[config.mk]
export PLATFORM = sky130hd
export DESIGN_NAME = umlaut_digraph_transliterator_core
export DESIGN_NICKNAME = d
export VERILOG_FILES = /design/src/hdl/udt_pkg.sv /design/src/hdl/udt_step.sv /design/src/hdl/umlaut_digraph_transliterator_core.sv
export SDC_FILE = /design/constraint.sdc
export NUM_CORES = 1
export LEC_CHECK = 0
export ABC_AREA = 0
export BUFFER_PORTS_ARGS = -buffer_cell sky130_fd_sc_hd__buf_4
export CORE_ASPECT_RATIO = 1.25
export CORE_MARGIN = 2
export CORE_UTILIZATION = 50
export DETAILED_ROUTE_END_ITERATION = 12
export GPL_TIMING_DRIVEN = 0
export PLACE_DENSITY = 0.75
export SLEW_MARGIN = 15
export SYNTH_ARGS = -nofsm -noshare
export SYNTH_HDL_FRONTEND = slang
export SYNTH_HIERARCHICAL = 1
export SYNTH_SLANG_ARGS = --single-unit
[constraint.sdc]
create_clock -name clk -period 2.5 [get_ports clk]
set_input_delay 0.5 -clock clk [delete_from_list [all_inputs] [get_ports clk]]
set_output_delay 0.5 -clock clk [all_outputs]
set_load 0.01 [all_outputs]
[src/hdl/udt_pkg.sv]
package udt_pkg;

    // Input request: one key-down or pointer-press event
    typedef struct packed {
        logic       kind;
        logic [7:0] key_code;
        logic       shift_held;
        logic       caps_on;
        logic       window_changed;
    } evt_t;

    // Result: what the host should emit for the event
    typedef struct packed {
        logic       pass_key;
        logic       erase_count;
        logic [7:0] first_char;
        logic [7:0] second_char;
    } res_t;

    // Digraph memory carried from one event to the next
    typedef struct packed {
        logic [2:0] undo_mode;
        logic [7:0] last_letter;
        logic       last_upper;
    } state_t;

    // Event kinds
    localparam logic KIND_KEY   = 1'b0;
    localparam logic KIND_CLICK = 1'b1;

    // Undo modes
    localparam logic [2:0] MODE_NONE = 3'd0;
    localparam logic [2:0] MODE_A_LO = 3'd1;
    localparam logic [2:0] MODE_A_UP = 3'd2;
    localparam logic [2:0] MODE_O_LO = 3'd3;
    localparam logic [2:0] MODE_O_UP = 3'd4;
    localparam logic [2:0] MODE_U_LO = 3'd5;
    localparam logic [2:0] MODE_U_UP = 3'd6;
    localparam logic [2:0] MODE_SZ   = 3'd7;

    // Virtual key range of letters, and offset to lower-case ASCII
    localparam logic [7:0] VK_LETTER_LO = 8'h41;
    localparam logic [7:0] VK_LETTER_HI = 8'h5A;
    localparam logic [7:0] LOWER_OFFSET = 8'd32;

    // ASCII letters
    localparam logic [7:0] CH_NONE = 8'h00;
    localparam logic [7:0] CH_A_LO = 8'h61;
    localparam logic [7:0] CH_A_UP = 8'h41;
    localparam logic [7:0] CH_E_LO = 8'h65;
    localparam logic [7:0] CH_E_UP = 8'h45;
    localparam logic [7:0] CH_O_LO = 8'h6F;
    localparam logic [7:0] CH_O_UP = 8'h4F;
    localparam logic [7:0] CH_U_LO = 8'h75;
    localparam logic [7:0] CH_U_UP = 8'h55;
    localparam logic [7:0] CH_S_LO = 8'h73;
    localparam logic [7:0] CH_S_UP = 8'h53;

    // Latin-1 replacement characters
    localparam logic [7:0] L1_AUML_UP = 8'hC4;
    localparam logic [7:0] L1_AUML_LO = 8'hE4;
    localparam logic [7:0] L1_OUML_UP = 8'hD6;
    localparam logic [7:0] L1_OUML_LO = 8'hF6;
    localparam logic [7:0] L1_UUML_UP = 8'hDC;
    localparam logic [7:0] L1_UUML_LO = 8'hFC;
    localparam logic [7:0] L1_SHARP_S = 8'hDF;

endpackage

[src/hdl/udt_step.sv]
module udt_step (
    input  logic            enable,
    input  udt_pkg::evt_t   evt,
    input  udt_pkg::state_t state_cur,
    output udt_pkg::res_t   res,
    output udt_pkg::state_t state_next
);
    import udt_pkg::*;

    logic       is_letter;
    logic       up;
    logic [7:0] cur;
    logic [2:0] mode;
    logic [7:0] last;

    // Decode the key
    assign is_letter = (evt.key_code inside {[VK_LETTER_LO:VK_LETTER_HI]});
    assign up        = evt.shift_held ^ evt.caps_on;
    assign cur       = evt.key_code + LOWER_OFFSET;

    // Window change clears the memory before the key is handled
    assign mode = evt.window_changed ? MODE_NONE : state_cur.undo_mode;
    assign last = evt.window_changed ? CH_NONE : state_cur.last_letter;

    // Decide the result and the next memory
    always_comb
    begin
        res.pass_key    = 1'b1;
        res.erase_count = 1'b0;
        res.first_char  = CH_NONE;
        res.second_char = CH_NONE;
        state_next      = state_cur;

        if (enable)
        begin
            if (evt.kind == KIND_CLICK || !is_letter)
            begin
                // drop memory, pass the event
                state_next.undo_mode   = MODE_NONE;
                state_next.last_letter = CH_NONE;
            end
            else if (mode != MODE_NONE && mode != MODE_SZ && cur == CH_E_LO)
            begin
                // undo an umlaut: restore vowel plus retyped e
                res.pass_key    = 1'b0;
                res.erase_count = 1'b1;
                case (mode)
                    MODE_A_LO: res.first_char = CH_A_LO;
                    MODE_A_UP: res.first_char = CH_A_UP;
                    MODE_O_LO: res.first_char = CH_O_LO;
                    MODE_O_UP: res.first_char = CH_O_UP;
                    MODE_U_LO: res.first_char = CH_U_LO;
                    default:   res.first_char = CH_U_UP;
                endcase
                res.second_char        = up ? CH_E_UP : CH_E_LO;
                state_next.undo_mode   = MODE_NONE;
                state_next.last_letter = CH_E_LO;
                state_next.last_upper  = up;
            end
            else if (mode == MODE_SZ && cur == CH_S_LO)
            begin
                // undo sharp s: restore both s letters
                res.pass_key           = 1'b0;
                res.erase_count        = 1'b1;
                res.first_char         = state_cur.last_upper ? CH_S_UP : CH_S_LO;
                res.second_char        = up ? CH_S_UP : CH_S_LO;
                state_next.undo_mode   = MODE_NONE;
                state_next.last_letter = CH_S_LO;
                state_next.last_upper  = up;
            end
            else if (cur == CH_E_LO && (last == CH_A_LO || last == CH_O_LO || last == CH_U_LO))
            begin
                // new umlaut, case from the first letter
                res.pass_key           = 1'b0;
                res.erase_count        = 1'b1;
                state_next.last_letter = CH_NONE;
                if (last == CH_A_LO)
                begin
                    res.first_char       = state_cur.last_upper ? L1_AUML_UP : L1_AUML_LO;
                    state_next.undo_mode = state_cur.last_upper ? MODE_A_UP : MODE_A_LO;
                end
                else if (last == CH_O_LO)
                begin
                    res.first_char       = state_cur.last_upper ? L1_OUML_UP : L1_OUML_LO;
                    state_next.undo_mode = state_cur.last_upper ? MODE_O_UP : MODE_O_LO;
                end
                else
                begin
                    res.first_char       = state_cur.last_upper ? L1_UUML_UP : L1_UUML_LO;
                    state_next.undo_mode = state_cur.last_upper ? MODE_U_UP : MODE_U_LO;
                end
            end
            else if (cur == CH_S_LO && last == CH_S_LO)
            begin
                // new sharp s
                res.pass_key           = 1'b0;
                res.erase_count        = 1'b1;
                res.first_char         = L1_SHARP_S;
                state_next.undo_mode   = MODE_SZ;
                state_next.last_letter = CH_NONE;
            end
            else
            begin
                // plain letter: remember it
                state_next.undo_mode   = MODE_NONE;
                state_next.last_letter = cur;
                state_next.last_upper  = up;
            end
        end
    end

endmodule

[src/hdl/umlaut_digraph_transliterator_core.sv]
// Umlaut digraph transliterator.
// Event channel: evt_valid / evt_stall with payload evt (key-down or pointer
// press). Result channel: res_valid / res_stall with payload res, one result
// for every event, in order. A request is taken at a clock edge where valid is
// high and stall is low.
// Configuration: cfg_wr_en / cfg_wr_data write the enable bit (reset 1);
// write it only while no event is in flight.
// Pipeline: an input register, then the single-pass rewrite logic, then the
// result register. res_valid rises once the event has moved from the input
// register into the result register, and the block takes one event per cycle
// while the receiver does not stall; the digraph memory is updated in the same
// cycle that an event moves into the result register, so back-to-back events
// see each other's effect.
// Reset clears both stages, the digraph memory (no letter, no undo pending)
// and sets enable. When the receiver stalls, the result register holds its
// request, the input register fills, and evt_stall rises once both are full.
module umlaut_digraph_transliterator_core (
    input  logic            clk,
    input  logic            rst_n,
    input  logic            evt_valid,
    output logic            evt_stall,
    input  udt_pkg::evt_t   evt,
    output logic            res_valid,
    input  logic            res_stall,
    output udt_pkg::res_t   res,
    input  logic            cfg_wr_en,
    input  logic            cfg_wr_data
);
    import udt_pkg::*;

    logic   enable_reg;
    logic   s1_valid_reg;
    logic   s1_valid_next;
    evt_t   s1_evt_reg;
    logic   res_valid_reg;
    logic   res_valid_next;
    res_t   res_reg;
    res_t   res_next;
    state_t state_reg;
    state_t state_next;
    logic   s1_advance;
    logic   evt_take;

    // Move the input stage when the result register is free or draining
    assign s1_advance = !res_valid_reg || !res_stall;
    assign evt_stall  = s1_valid_reg && !s1_advance;
    assign evt_take   = evt_valid && !evt_stall;

    assign s1_valid_next  = evt_take || (s1_valid_reg && !s1_advance);
    assign res_valid_next = s1_advance ? s1_valid_reg : res_valid_reg;

    // Rewrite logic
    udt_step u_step (
        .enable     (enable_reg),
        .evt        (s1_evt_reg),
        .state_cur  (state_reg),
        .res        (res_next),
        .state_next (state_next)
    );

    // Hold the enable register
    always_ff @(posedge clk or negedge rst_n)
    begin
        if (!rst_n)
            enable_reg <= 1'b1;
        else if (cfg_wr_en)
            enable_reg <= cfg_wr_data;
    end

    // Advance the pipeline valid bits and the digraph memory
    always_ff @(posedge clk or negedge rst_n)
    begin
        if (!rst_n)
        begin
            s1_valid_reg  <= 1'b0;
            res_valid_reg <= 1'b0;
            state_reg     <= '{undo_mode: MODE_NONE, last_letter: CH_NONE, last_upper: 1'b0};
        end
        else
        begin
            s1_valid_reg  <= s1_valid_next;
            res_valid_reg <= res_valid_next;
            if (s1_valid_reg && s1_advance)
                state_reg <= state_next;
        end
    end

    // Load payload registers
    always_ff @(posedge clk)
    begin
        if (evt_take)
            s1_evt_reg <= evt;
        if (s1_valid_reg && s1_advance)
            res_reg <= res_next;
    end

    assign res_valid = res_valid_reg;
    assign res       = res_reg;

endmodule
==> impl_results.md, run 1 <==
* H-tree depth at 2
* DRT Wirelength at between 4 and 5 mm
* Total Power at 1.64 mW
* Ranking of synthesized cells by area: edfxtp_1 (38%), dfrtp_1 (15%), mux2_4 (6.4%), nor2_1 (2.2%), a32o_1 (2.1%)
* Gr usage total at 0.186
* Number of flip-flops in the largest register at 18
* Min Tclk post-route at 2.46 ns
* Dpl cells at ~280
* Detailed Place HPWL at about 3.1 mm
* Vias in the first global route at 1637
* Width of the die at around 65 um
* Worst-skew pair later-pin latency at approximately 0.30 ns
* Via Count at between 1500 and 2000
* Synth Register Bits at 45
* Synth top area share at 0.384
* Post-layout util at 0.662
* GP Congestion at 0.866
* Synth Cell Area at 2350 um^2
* Hold Crit Class: input pin to async pin
* Area leader, netlist: edfxtp_1
* Initial Util at 0.526
* Core area at 4460 um^2
* Grt total ovfl at 0
* Hold slack at 0.0429 ns
* Cell Count, Final, Fillers Out at 303
* Critical path data required time at 2.69 ns
* First-pass GRT wire length at 7.34 mm
* Crit Path Class: flip-flop to flip-flop
* Cell with the most instances after synthesis: edfxtp_1
* Arrival @ worst endpoint at 2.65 ns
* Nature of the critical path endpoint: flip-flop
* Worst vdd ir at 367 uV
* Cell mode on critical path: a21oi_2
* Avg WL per Cell at 14.6 um
* Post-Syn Instances at 186
* Syn-to-layout area delta at 25.8%
* Slew Limit Fails at 0
* Layout net count at 264
* Pwr Density at 556 nW/um^2
* Fillers at 342
* # DRC at 0
* Syn_area_per_cell at between 10 and 15 um^2
* Sink Count at 45
* Rel. slew slack at 0.488
* Startpoint types: flip-flop
* Worst path slowest cell: or4b_1
* # Max-Cap Violations at 0
* I/O Pins at 38
* Die area at between 5000 and 6000 um^2
* Worst-path maximum fanout at 7
* Hold Vio Cnt, Final at 0
* Setup violators final at 0
* Setup Slack @ Placement at -0.221 ns
* Leak Pwr at between 1 and 1.5 nW
* CTS tree: built
* Worst-path clk slew at around 0.080 ns
* Main synth FF type: edfxtp_1
* Die Y at 80.6 um
* TritonRoute pass-1 iters at 4
* Proportion of layout cells with a drive suffix above 1 at 0.408
* CTS Buf Count at 5
* Pin count of the biggest net entering global routing at 28
* Root buffer cell: clkbuf_8
* Worst slew pin tran at 0.762 ns
* Post-synthesis sequential area ratio at 0.544
* EDFF count, synth at 30
* FP Rows at 27
* FMAX at between 400 and 500 MHz
* Most instantiated cells after synthesis: edfxtp_1 (30), dfrtp_1 (14), nor2_1 (14)
* Antenna cell count at 0
* Initial antenna violation count at 0
* Status: finished, final reports clean
* Clk_skew at 0.00838 ns
* PnR worst setup slack at 0.0370 ns
* Vias per inst at 5.60
* Fraction of registers with async set/reset at 0.333
* Detailed Route Iter0 Violations at about 110
* CP max stage delay at 0.52 ns
* Crit-path cells: or4b_1 > buf_2 > a31o_1 > a21oi_2 > a21oi_2 > a32o_1 > mux2_4
* Syn. warnings at 6
* Antenna viol nets, final at 0
* Tcrit/Tclk final at 0.985
* IO buf count at 37
* Post-synth cell types at between 60 and 70
* Max clock buf depth at 2
==> timing repair <==
item                                    in CTS  in global routing
setup buffers                                6                  7
hold buffers                                 0                  0
endpoints found under the setup margin      10                 10
pin swaps                                    2                  4
resized for setup                            5                  5
==> layout make-up <==
type | instances | area (um^2) | area share
clock buffers | 6 | 72.6 | 0.0246
repair buffers | 50 | 375 | 0.127
multi-input cells | 122 | 1010 | 0.342
flip-flops and latches | 45 | 1280 | 0.433
well taps | 58 | 72.6 | 0.0246
plain buffers | 11 | 77.6 | 0.0263
inverters | 9 | 33.8 | 0.0114
clock inverters | 2 | 33.8 | 0.0114
==> routing by layer <==
layer  wire length (um)  share of wire  track usage  vias up
li1                   -              -            -      813
met1               1790           0.41        0.215      803
met2               2250           0.51        0.312       73
met3                277          0.063       0.0602        8
met4                 97          0.022       0.0854        0
met5                  0              0            0        -
==> where the power goes <==
group	total, mW	leakage (nW)	switching, mW	internal [mW]
clock network	0.528	0.0528	0.233	0.295
registers	0.889	0.488	0.0394	0.850
logic	0.224	0.655	0.101	0.122
total	1.64	1.20	0.374	1.27
==> worst paths after layout <==
path	start	to	slack (ns)	depth (start not counted)
min reg2reg	s1_valid_reg$_DFF_PN0_	res_valid$_DFFE_PN0P_	0.48	1
min in group clk	evt[9]	s1_evt_reg[9]$_DFFE_PP_	0.38	1
max reg2reg	s1_evt_reg[4]$_DFFE_PP_	state_reg[5]$_DFFE_PN0P_	0.04	7
max in group asynchronous	rst_n	enable_reg$_DFFE_PN1P_	2.21	1
min	rst_n	state_reg[9]$_DFFE_PN0P_	0.04	1
max	s1_evt_reg[4]$_DFFE_PP_	state_reg[5]$_DFFE_PN0P_	0.04	7
==> cell usage in the layout, fill, tap and decap left out, types with 7 or more instances in the layout <==
cell / n
buf_4: 55
dfrtp_1: 13
edfxtp_1: 30
inv_1: 8
mux2_4: 10
nand2_1: 12
nor2_1: 12
o21ai_0: 7
==> kinds of logic after synthesis <==
kind of cell	share of synthesized area
flip-flops	0.544
adder cells (fa/ha/maj)	0.0149
other	0.00160
buffers and inverters	0.0474
AND/OR/NAND/NOR	0.161
AO/OA/AOI/OAI	0.136
multiplexers	0.0832
XOR/XNOR	0.0112
==> stage by stage <==
step,TNS (ns),area [um^2]
after floorplan,0,2350
after global placement,-1.13,2700
after detailed placement,-1.16,2700
after CTS,0,2890
after global routing,-0.0198,2950
final,0,2950
==> critical path: cells and delay by family (launching register included) <==
| kind | cells | cell delay, ns |
|---|---|---|
| AO/OA/AOI/OAI | 4 | 0.99 |
| flip-flops | 1 | 0.42 |
| buffers and inverters | 1 | 0.19 |
| AND/OR/NAND/NOR | 1 | 0.52 |
| multiplexers | 1 | 0.25 |
No activity file was read; power rests on OpenSTA's default activity.
==> run 2, diff against run 1 <==
--- a/config.mk
+++ b/config.mk
@@ -13,6 +13,7 @@
 export DETAILED_ROUTE_END_ITERATION = 12
 export GPL_TIMING_DRIVEN = 0
 export PLACE_DENSITY = 0.75
+export SETUP_SLACK_MARGIN = 0.15
 export SLEW_MARGIN = 15
 export SYNTH_ARGS = -nofsm -noshare
 export SYNTH_HDL_FRONTEND = slang
==> constraint.sdc (replaced) <==
create_clock -name clk -period 2.5 [get_ports clk]
set_input_delay 0.125 -clock clk [delete_from_list [all_inputs] [get_ports clk]]
set_output_delay 0.125 -clock clk [all_outputs]
set_load 0.01 [all_outputs]
==> impl_results.md, run 2 (synthesis results as in run 1) <==
* Design area at 3200 um^2 (+8.3%)
* Tcrit/Tclk final at 0.973 (-0.0121)
* # Max-Cap Violations at 0 (unchanged)
* GR peak layer: met2
* CTS tree: built
* RSZ-0062 raised after global routing: true
* Syn-to-layout area delta at 36.2%
* Die Y at 80.6 um (unchanged)
* Arrival @ worst endpoint at 2.68 ns (+0.03 ns)
* CTS Buf Count at 5 (unchanged)
* Clk_skew at 0.00701 ns (-0.00137 ns)
* Leak Pwr at 1.30 nW (+8.4%)
* Antenna viol nets, final at 0 (unchanged)
* Gr usage total at 0.219 (+0.0332)
* Met1 Usage GRT at 0.229 (+0.0141)
* Met3 usage at 0.0476 (-0.0126)
* Slew Limit Fails at 0 (unchanged)
* Worst-skew pair later-pin latency at 0.31 ns (about the same)
* Vias per inst at 5.84 (+4.2%)
* Met2 Resource Use GR at 0.414 (+0.102)
* Die area at 5260 um^2 (unchanged)
* Worst vdd ir at 369 uV (+0.56%)
* Worst slew pin tran at 0.740 ns (-0.0212 ns)
* Initial antenna violation count at 0 (unchanged)
* Sink Count at 45 (unchanged)
* DRT Wirelength at 5.39 mm (+22%)
* H-tree depth at 2 (unchanged)
* Via Count at 1862 (+9.7%)
* Startpoint types: flip-flop
* Setup Slack @ Placement at -0.185 ns (+0.0357 ns)
* Max clock buf depth at 2 (unchanged)
* Hold Crit Class: input pin to flip-flop
* Width of the die at 65.3 um (unchanged)
* Post-layout util at 0.717 (+0.0547)
* Setup violators final at 0 (unchanged)
* Grt total ovfl at 0 (unchanged)
* Pwr Density at 496 nW/um^2 (-11%)
* Min Tclk post-route at 2.43 ns (-0.0302 ns)
* I/O Pins at 38 (unchanged)
* FMAX at 411 MHz (+1.2%)
* First-pass GRT wire length at 8.52 mm (+16%)
* Antenna cell count at 0 (unchanged)
* R2R setup slack at 0.07 ns (+0.03 ns)
* Most common cell after layout, fill and taps aside: buf_4
* TritonRoute pass-1 iters at 4 (unchanged)
* Commonest non-fill, non-tap cells in the layout: buf_4 (56), edfxtp_1 (30), dlygate4sd3_1 (13)
* PnR worst setup slack at 0.0671 ns (+0.0302 ns)
* Proportion of layout cells with a drive suffix above 1 at 0.429 (+0.0210)
* Root buffer cell: clkbuf_8
* Vias in the first global route at 1853 (+13%)
* Nature of the critical path endpoint: flip-flop
* Number of flip-flops in the largest register at 18 (unchanged)
* Detailed Route Iter0 Violations at 182 (+70%)
* Worst-path clk slew at 0.07 ns (about the same)
* # DRC at 0 (unchanged)
* Layout net count at 280 (+6.1%)
* IO buf count at 37 (unchanged)
* Core area at 4460 um^2 (unchanged)
* Rel. slew slack at 0.503 (+0.0143)
* Pin count of the biggest net entering global routing at 28 (unchanged)
* Total Power at 1.58 mW (-3.4%)
* Crit Path Class: flip-flop to flip-flop
* Worst-path maximum fanout at 6 (-1)
* Fillers at 306 (-11%)
* Initial Util at 0.526 (unchanged)
* Hold Vio Cnt, Final at 0 (unchanged)
* Critical path data required time at 2.75 ns (+0.06 ns)
* GP Congestion at 0.861 (-0.55%)
* Detailed Place HPWL at 3.27 mm (+6.7%)
* DP Area at 2720 um^2 (+0.65%)
* Avg WL per Cell at 16.9 um (+16%)
* FP Rows at 27 (unchanged)
* Status: finished, final reports clean
==> run 2: cell types whose count changed in the layout (fill, tap and decap cells not counted), sizes merged <==
cell / previous run / this run
dlygate4sd3: 0 / 13
bufinv: 1 / 0
buf: 57 / 61
==> run 2: timing repair <==
item | CTS | global route
pin swaps | 7 | 11
setup endpoints to repair | 13 | 18
gates resized for setup | 13 | 14
endpoints found under the hold margin | 27 | 0
hold buffers | 13 | 0
setup buffers | 10 | 7
==> run 2: critical path: stages, from the launching register on <==
cell	delay (ns)
edfxtp_1	0.42
or4b_4	0.56
buf_8	0.16
buf_6	0.11
a311oi_4	0.37
buf_4	0.19
nand2_1	0.07
o22ai_1	0.18
a22o_1	0.17
mux2_2	0.14
==> run 2: layout make-up <==
type	instances	area (um^2)	area share
Timing Repair Buffer	67	547	0.171
Inverter	9	33.8	0.0106
Sequential cell	45	1280	0.400
Tap cell	58	72.6	0.0227
Clock buffer	7	76.3	0.0239
Clock inverter	1	5.00	0.00157
Buffer	10	83.8	0.0262
Multi-Input combinational cell	122	1100	0.344
==> run 2: metal layers <==
| layer | up-vias | wire length, um |
|---|---|---|
| met3 | 15 | 331 |
| met2 | 93 | 2990 |
| met4 | 0 | 126 |
| met5 | - | 0 |
| met1 | 904 | 1940 |
| li1 | 850 | - |
==> run 2: stage by stage <==
step / hold slack (ns) / std cells / TNS (ns)
after detailed placement: -0.00710 / 282 / -0.736
final: 0.0156 / 319 / 0
after CTS: 0.0139 / 313 / 0
after global placement: -0.00776 / 282 / -0.551
after floorplan: -0.171 / 187 / 0
after global routing: 0.0233 / 319 / 0
==> run 2: power by group <==
part           internal (mW)  switching [mW]
combinational          0.143           0.118
clock                  0.196           0.235
sequential             0.850          0.0422
total                   1.19           0.396
==> run 2: final timing paths <==
check / endpoint / cells after the start / from
hold reg to reg: res_valid$_DFFE_PN0P_ / 1 / s1_valid_reg$_DFF_PN0_
setup reg to reg: state_reg[11]$_DFFE_PN0P_ / 9 / s1_evt_reg[6]$_DFFE_PP_
min in group asynchronous: state_reg[1]$_DFFE_PN0P_ / 2 / rst_n
setup / recovery: state_reg[11]$_DFFE_PN0P_ / 9 / s1_evt_reg[6]$_DFFE_PP_
hold / removal: s1_valid_reg$_DFF_PN0_ / 2 / evt_valid
max in group asynchronous: enable_reg$_DFFE_PN1P_ / 2 / rst_n
==> run 3, diff against run 2 <==
--- a/config.mk
+++ b/config.mk
@@ -6,13 +6,14 @@
 export NUM_CORES = 1
 export LEC_CHECK = 0
 export ABC_AREA = 0
-export BUFFER_PORTS_ARGS = -buffer_cell sky130_fd_sc_hd__buf_4
+export BUFFER_PORTS_ARGS = -buffer_cell sky130_fd_sc_hd__buf_2
 export CORE_ASPECT_RATIO = 1.25
 export CORE_MARGIN = 2
 export CORE_UTILIZATION = 50
 export DETAILED_ROUTE_END_ITERATION = 12
 export GPL_TIMING_DRIVEN = 0
 export PLACE_DENSITY = 0.75
+export REMOVE_ABC_BUFFERS = 1
 export SETUP_SLACK_MARGIN = 0.15
 export SLEW_MARGIN = 15
 export SYNTH_ARGS = -nofsm -noshare
==> impl_results.md, run 3 (synthesis results as in run 1) <==
* Nature of the critical path endpoint: flip-flop
* Switching Fraction at 0.230 (-0.0196)
* Setup Slack @ Placement at -0.221 ns (-0.0358 ns)
* Status: finished, final reports clean
* Slew Limit Fails at 0 (unchanged)
* Hold Crit Class: input pin to flip-flop
* # Max-Cap Violations at 0 (unchanged)
* Switching power at 0.387 mW (-2.2%)
* CTS Buf Count at 5 (unchanged)
* Pwr Density at 554 nW/um^2 (+12%)
* Pin count of the biggest net entering global routing at 31 (+11%)
* Antenna cell count at 0 (unchanged)
* Detailed Route Iter0 Violations at 127 (-30%)
* H-tree depth at 2 (unchanged)
* Max clock buf depth at 2 (unchanged)
* Initial Util at 0.526 (unchanged)
* Arrival @ worst endpoint at 2.57 ns (-0.11 ns)
* Vias per inst at 5.61 (-3.8%)
* Detailed Place HPWL at 2.93 mm (-10%)
* Antenna viol nets, final at 0 (unchanged)
* First-pass GRT wire length at 7.67 mm (-10%)
* Proportion of layout cells with a drive suffix above 1 at 0.438 (+0.00838)
* Worst-path clk slew at 0.08 ns (about the same)
* Via Count at 1763 (-5.3%)
* Number of flip-flops in the largest register at 18 (unchanged)
* Int Pwr at 1.29 mW (+8.9%)
* Avg WL per Cell at 15.6 um (-7.9%)
* CTS tree: built
* Commonest non-fill, non-tap cells in the layout: buf_2 (37), edfxtp_1 (30), buf_4 (21)
* FP Rows at 27 (unchanged)
* DRT Wirelength at 4.89 mm (-9.3%)
* Reg power frac at 0.527 (-0.036)
* GP Congestion at 0.938 (+9.0%)
* Tcrit/Tclk final at 0.952 (-0.0208)
* Gr usage total at 0.196 (-0.0236)
* Hold Vio Cnt, Final at 0 (unchanged)
* Core area at 4460 um^2 (unchanged)
* Clk pwr share at 0.337 (+0.065)
* Most common cell after layout, fill and taps aside: buf_2
* Root buffer cell: clkbuf_8
* Worst-skew pair later-pin latency at 0.30 ns (about the same)
* R2R setup slack at 0.12 ns (+0.05 ns)
* Width of the die at 65.3 um (unchanged)
* Worst slew pin tran at 1.07 ns (+0.328 ns)
* FMAX at 420 MHz (+2.2%)
* Rel. slew slack at 0.286 (-0.217)
* Grt total ovfl at 0 (unchanged)
* Critical path data required time at 2.69 ns (-0.06 ns)
* Syn-to-layout area delta at 29.3%
* Die area at 5260 um^2 (unchanged)
* Min Tclk post-route at 2.38 ns (-0.0519 ns)
* Total Power at 1.68 mW (+6.1%)
* IO buf count at 37 (unchanged)
* # DRC at 0 (unchanged)
* Worst-path maximum fanout at 7 (+1)
* Startpoint types: flip-flop
* Leak Pwr at 1.25 nW (-3.9%)
* Crit Path Class: flip-flop to flip-flop
* Setup violators final at 0 (unchanged)
* Clk_skew at 0.00560 ns (-0.00141 ns)
* Initial antenna violation count at 0 (unchanged)
* Vias in the first global route at 1628 (-12%)
* I/O Pins at 38 (unchanged)
* TritonRoute pass-1 iters at 4 (unchanged)
* Sink Count at 45 (unchanged)
* Die Y at 80.6 um (unchanged)
* Worst vdd ir at 516 uV (+40%)
* TNS Setup at 0 ns (unchanged)
* Comb pwr share at 0.136 (-0.029)
* Layout net count at 275 (-1.8%)
* Fillers at 324 (+5.9%)
* RSZ-0062 raised after global routing: true
* PnR worst setup slack at 0.119 ns (+0.0519 ns)
run 3: cell types whose count changed in the layout (fill, tap and decap cells not counted), moves of 2 or more:
| cell | delta |
|---|---|
| o21ai_1 | -2 |
| clkbuf_1 | -5 |
| buf_4 | -35 |
| buf_6 | -2 |
| buf_2 | +37 |
| o21ai_0 | +2 |
run 3: power groups by stage:
| stage | Combinational (mW) | Sequential [mW] | Clock (mW) |
|---|---|---|---|
| 3_5_place_dp | 0.175 | 0.905 | 0 |
| 3_3_place_gp | 0.171 | 0.903 | 0 |
| 4_1_cts | 0.220 | 0.884 | 0.576 |
| 6_report | 0.229 | 0.886 | 0.566 |
| 5_1_grt | 0.248 | 0.894 | 0.608 |
| 2_1_floorplan | 0.109 | 0.906 | 0 |
run 3: repair_timing:
| item | in CTS | in global routing |
|---|---|---|
| pin swaps | 6 | 13 |
| buffers inserted | 14 | 8 |
| endpoints found under the setup margin | 16 | 9 |
| hold endpoints to repair | 26 | 0 |
| gates resized for setup | 10 | 9 |
| hold buffers | 13 | 0 |
run 3: through the flow:
stage	instance area [um^2]	utilization	cells	hold slack (ns)
2_1_floorplan	2270	-	176	-0.171
3_3_place_gp	2530	0.568	271	0.0601
3_5_place_dp	2530	0.568	271	0.0588
4_1_cts	2930	0.658	306	0.0183
5_1_grt	3040	0.681	314	0.0306
6_report	3040	0.681	314	0.0371
run 3: final timing paths:
kind                                         start                        to  cells after the start
max in group asynchronous                    rst_n    enable_reg$_DFFE_PN1P_                      2
setup / recovery           s1_evt_reg[7]$_DFFE_PP_  state_reg[0]$_DFFE_PN0P_                      6
hold / removal                           evt_valid    s1_valid_reg$_DFF_PN0_                      2
min in group asynchronous                    rst_n  state_reg[1]$_DFFE_PN0P_                      2
setup reg to reg           s1_evt_reg[7]$_DFFE_PP_  state_reg[0]$_DFFE_PN0P_                      6
hold reg to reg             s1_valid_reg$_DFF_PN0_     res_valid$_DFFE_PN0P_                      1
run 3: cell type report:
type / instances / area, um^2 / area share
Sequential cell: 45 / 1280 / 0.422
Multi-Input combinational cell: 122 / 1040 / 0.344
Timing Repair Buffer: 72 / 484 / 0.160
Clock buffer: 6 / 82.6 / 0.0272
Tap cell: 58 / 72.6 / 0.0239
Clock inverter: 2 / 37.5 / 0.0124
Inverter: 9 / 33.8 / 0.0111
run 3: critical path, cell delays in order (launching register included):
cell	delay, ns
edfxtp_1	0.41
or4b_4	0.62
a31o_1	0.25
a21o_1	0.23
o21ai_2	0.20
mux2_4	0.31
mux2_2	0.26
run 3: routing by layer:
metal  vias up  share of wire  global-route usage
met5         -              0                   0
met4         0          0.024              0.0625
met3        13          0.061              0.0490
met2        81           0.54               0.357
met1       835           0.38               0.222
li1        834              -                   -
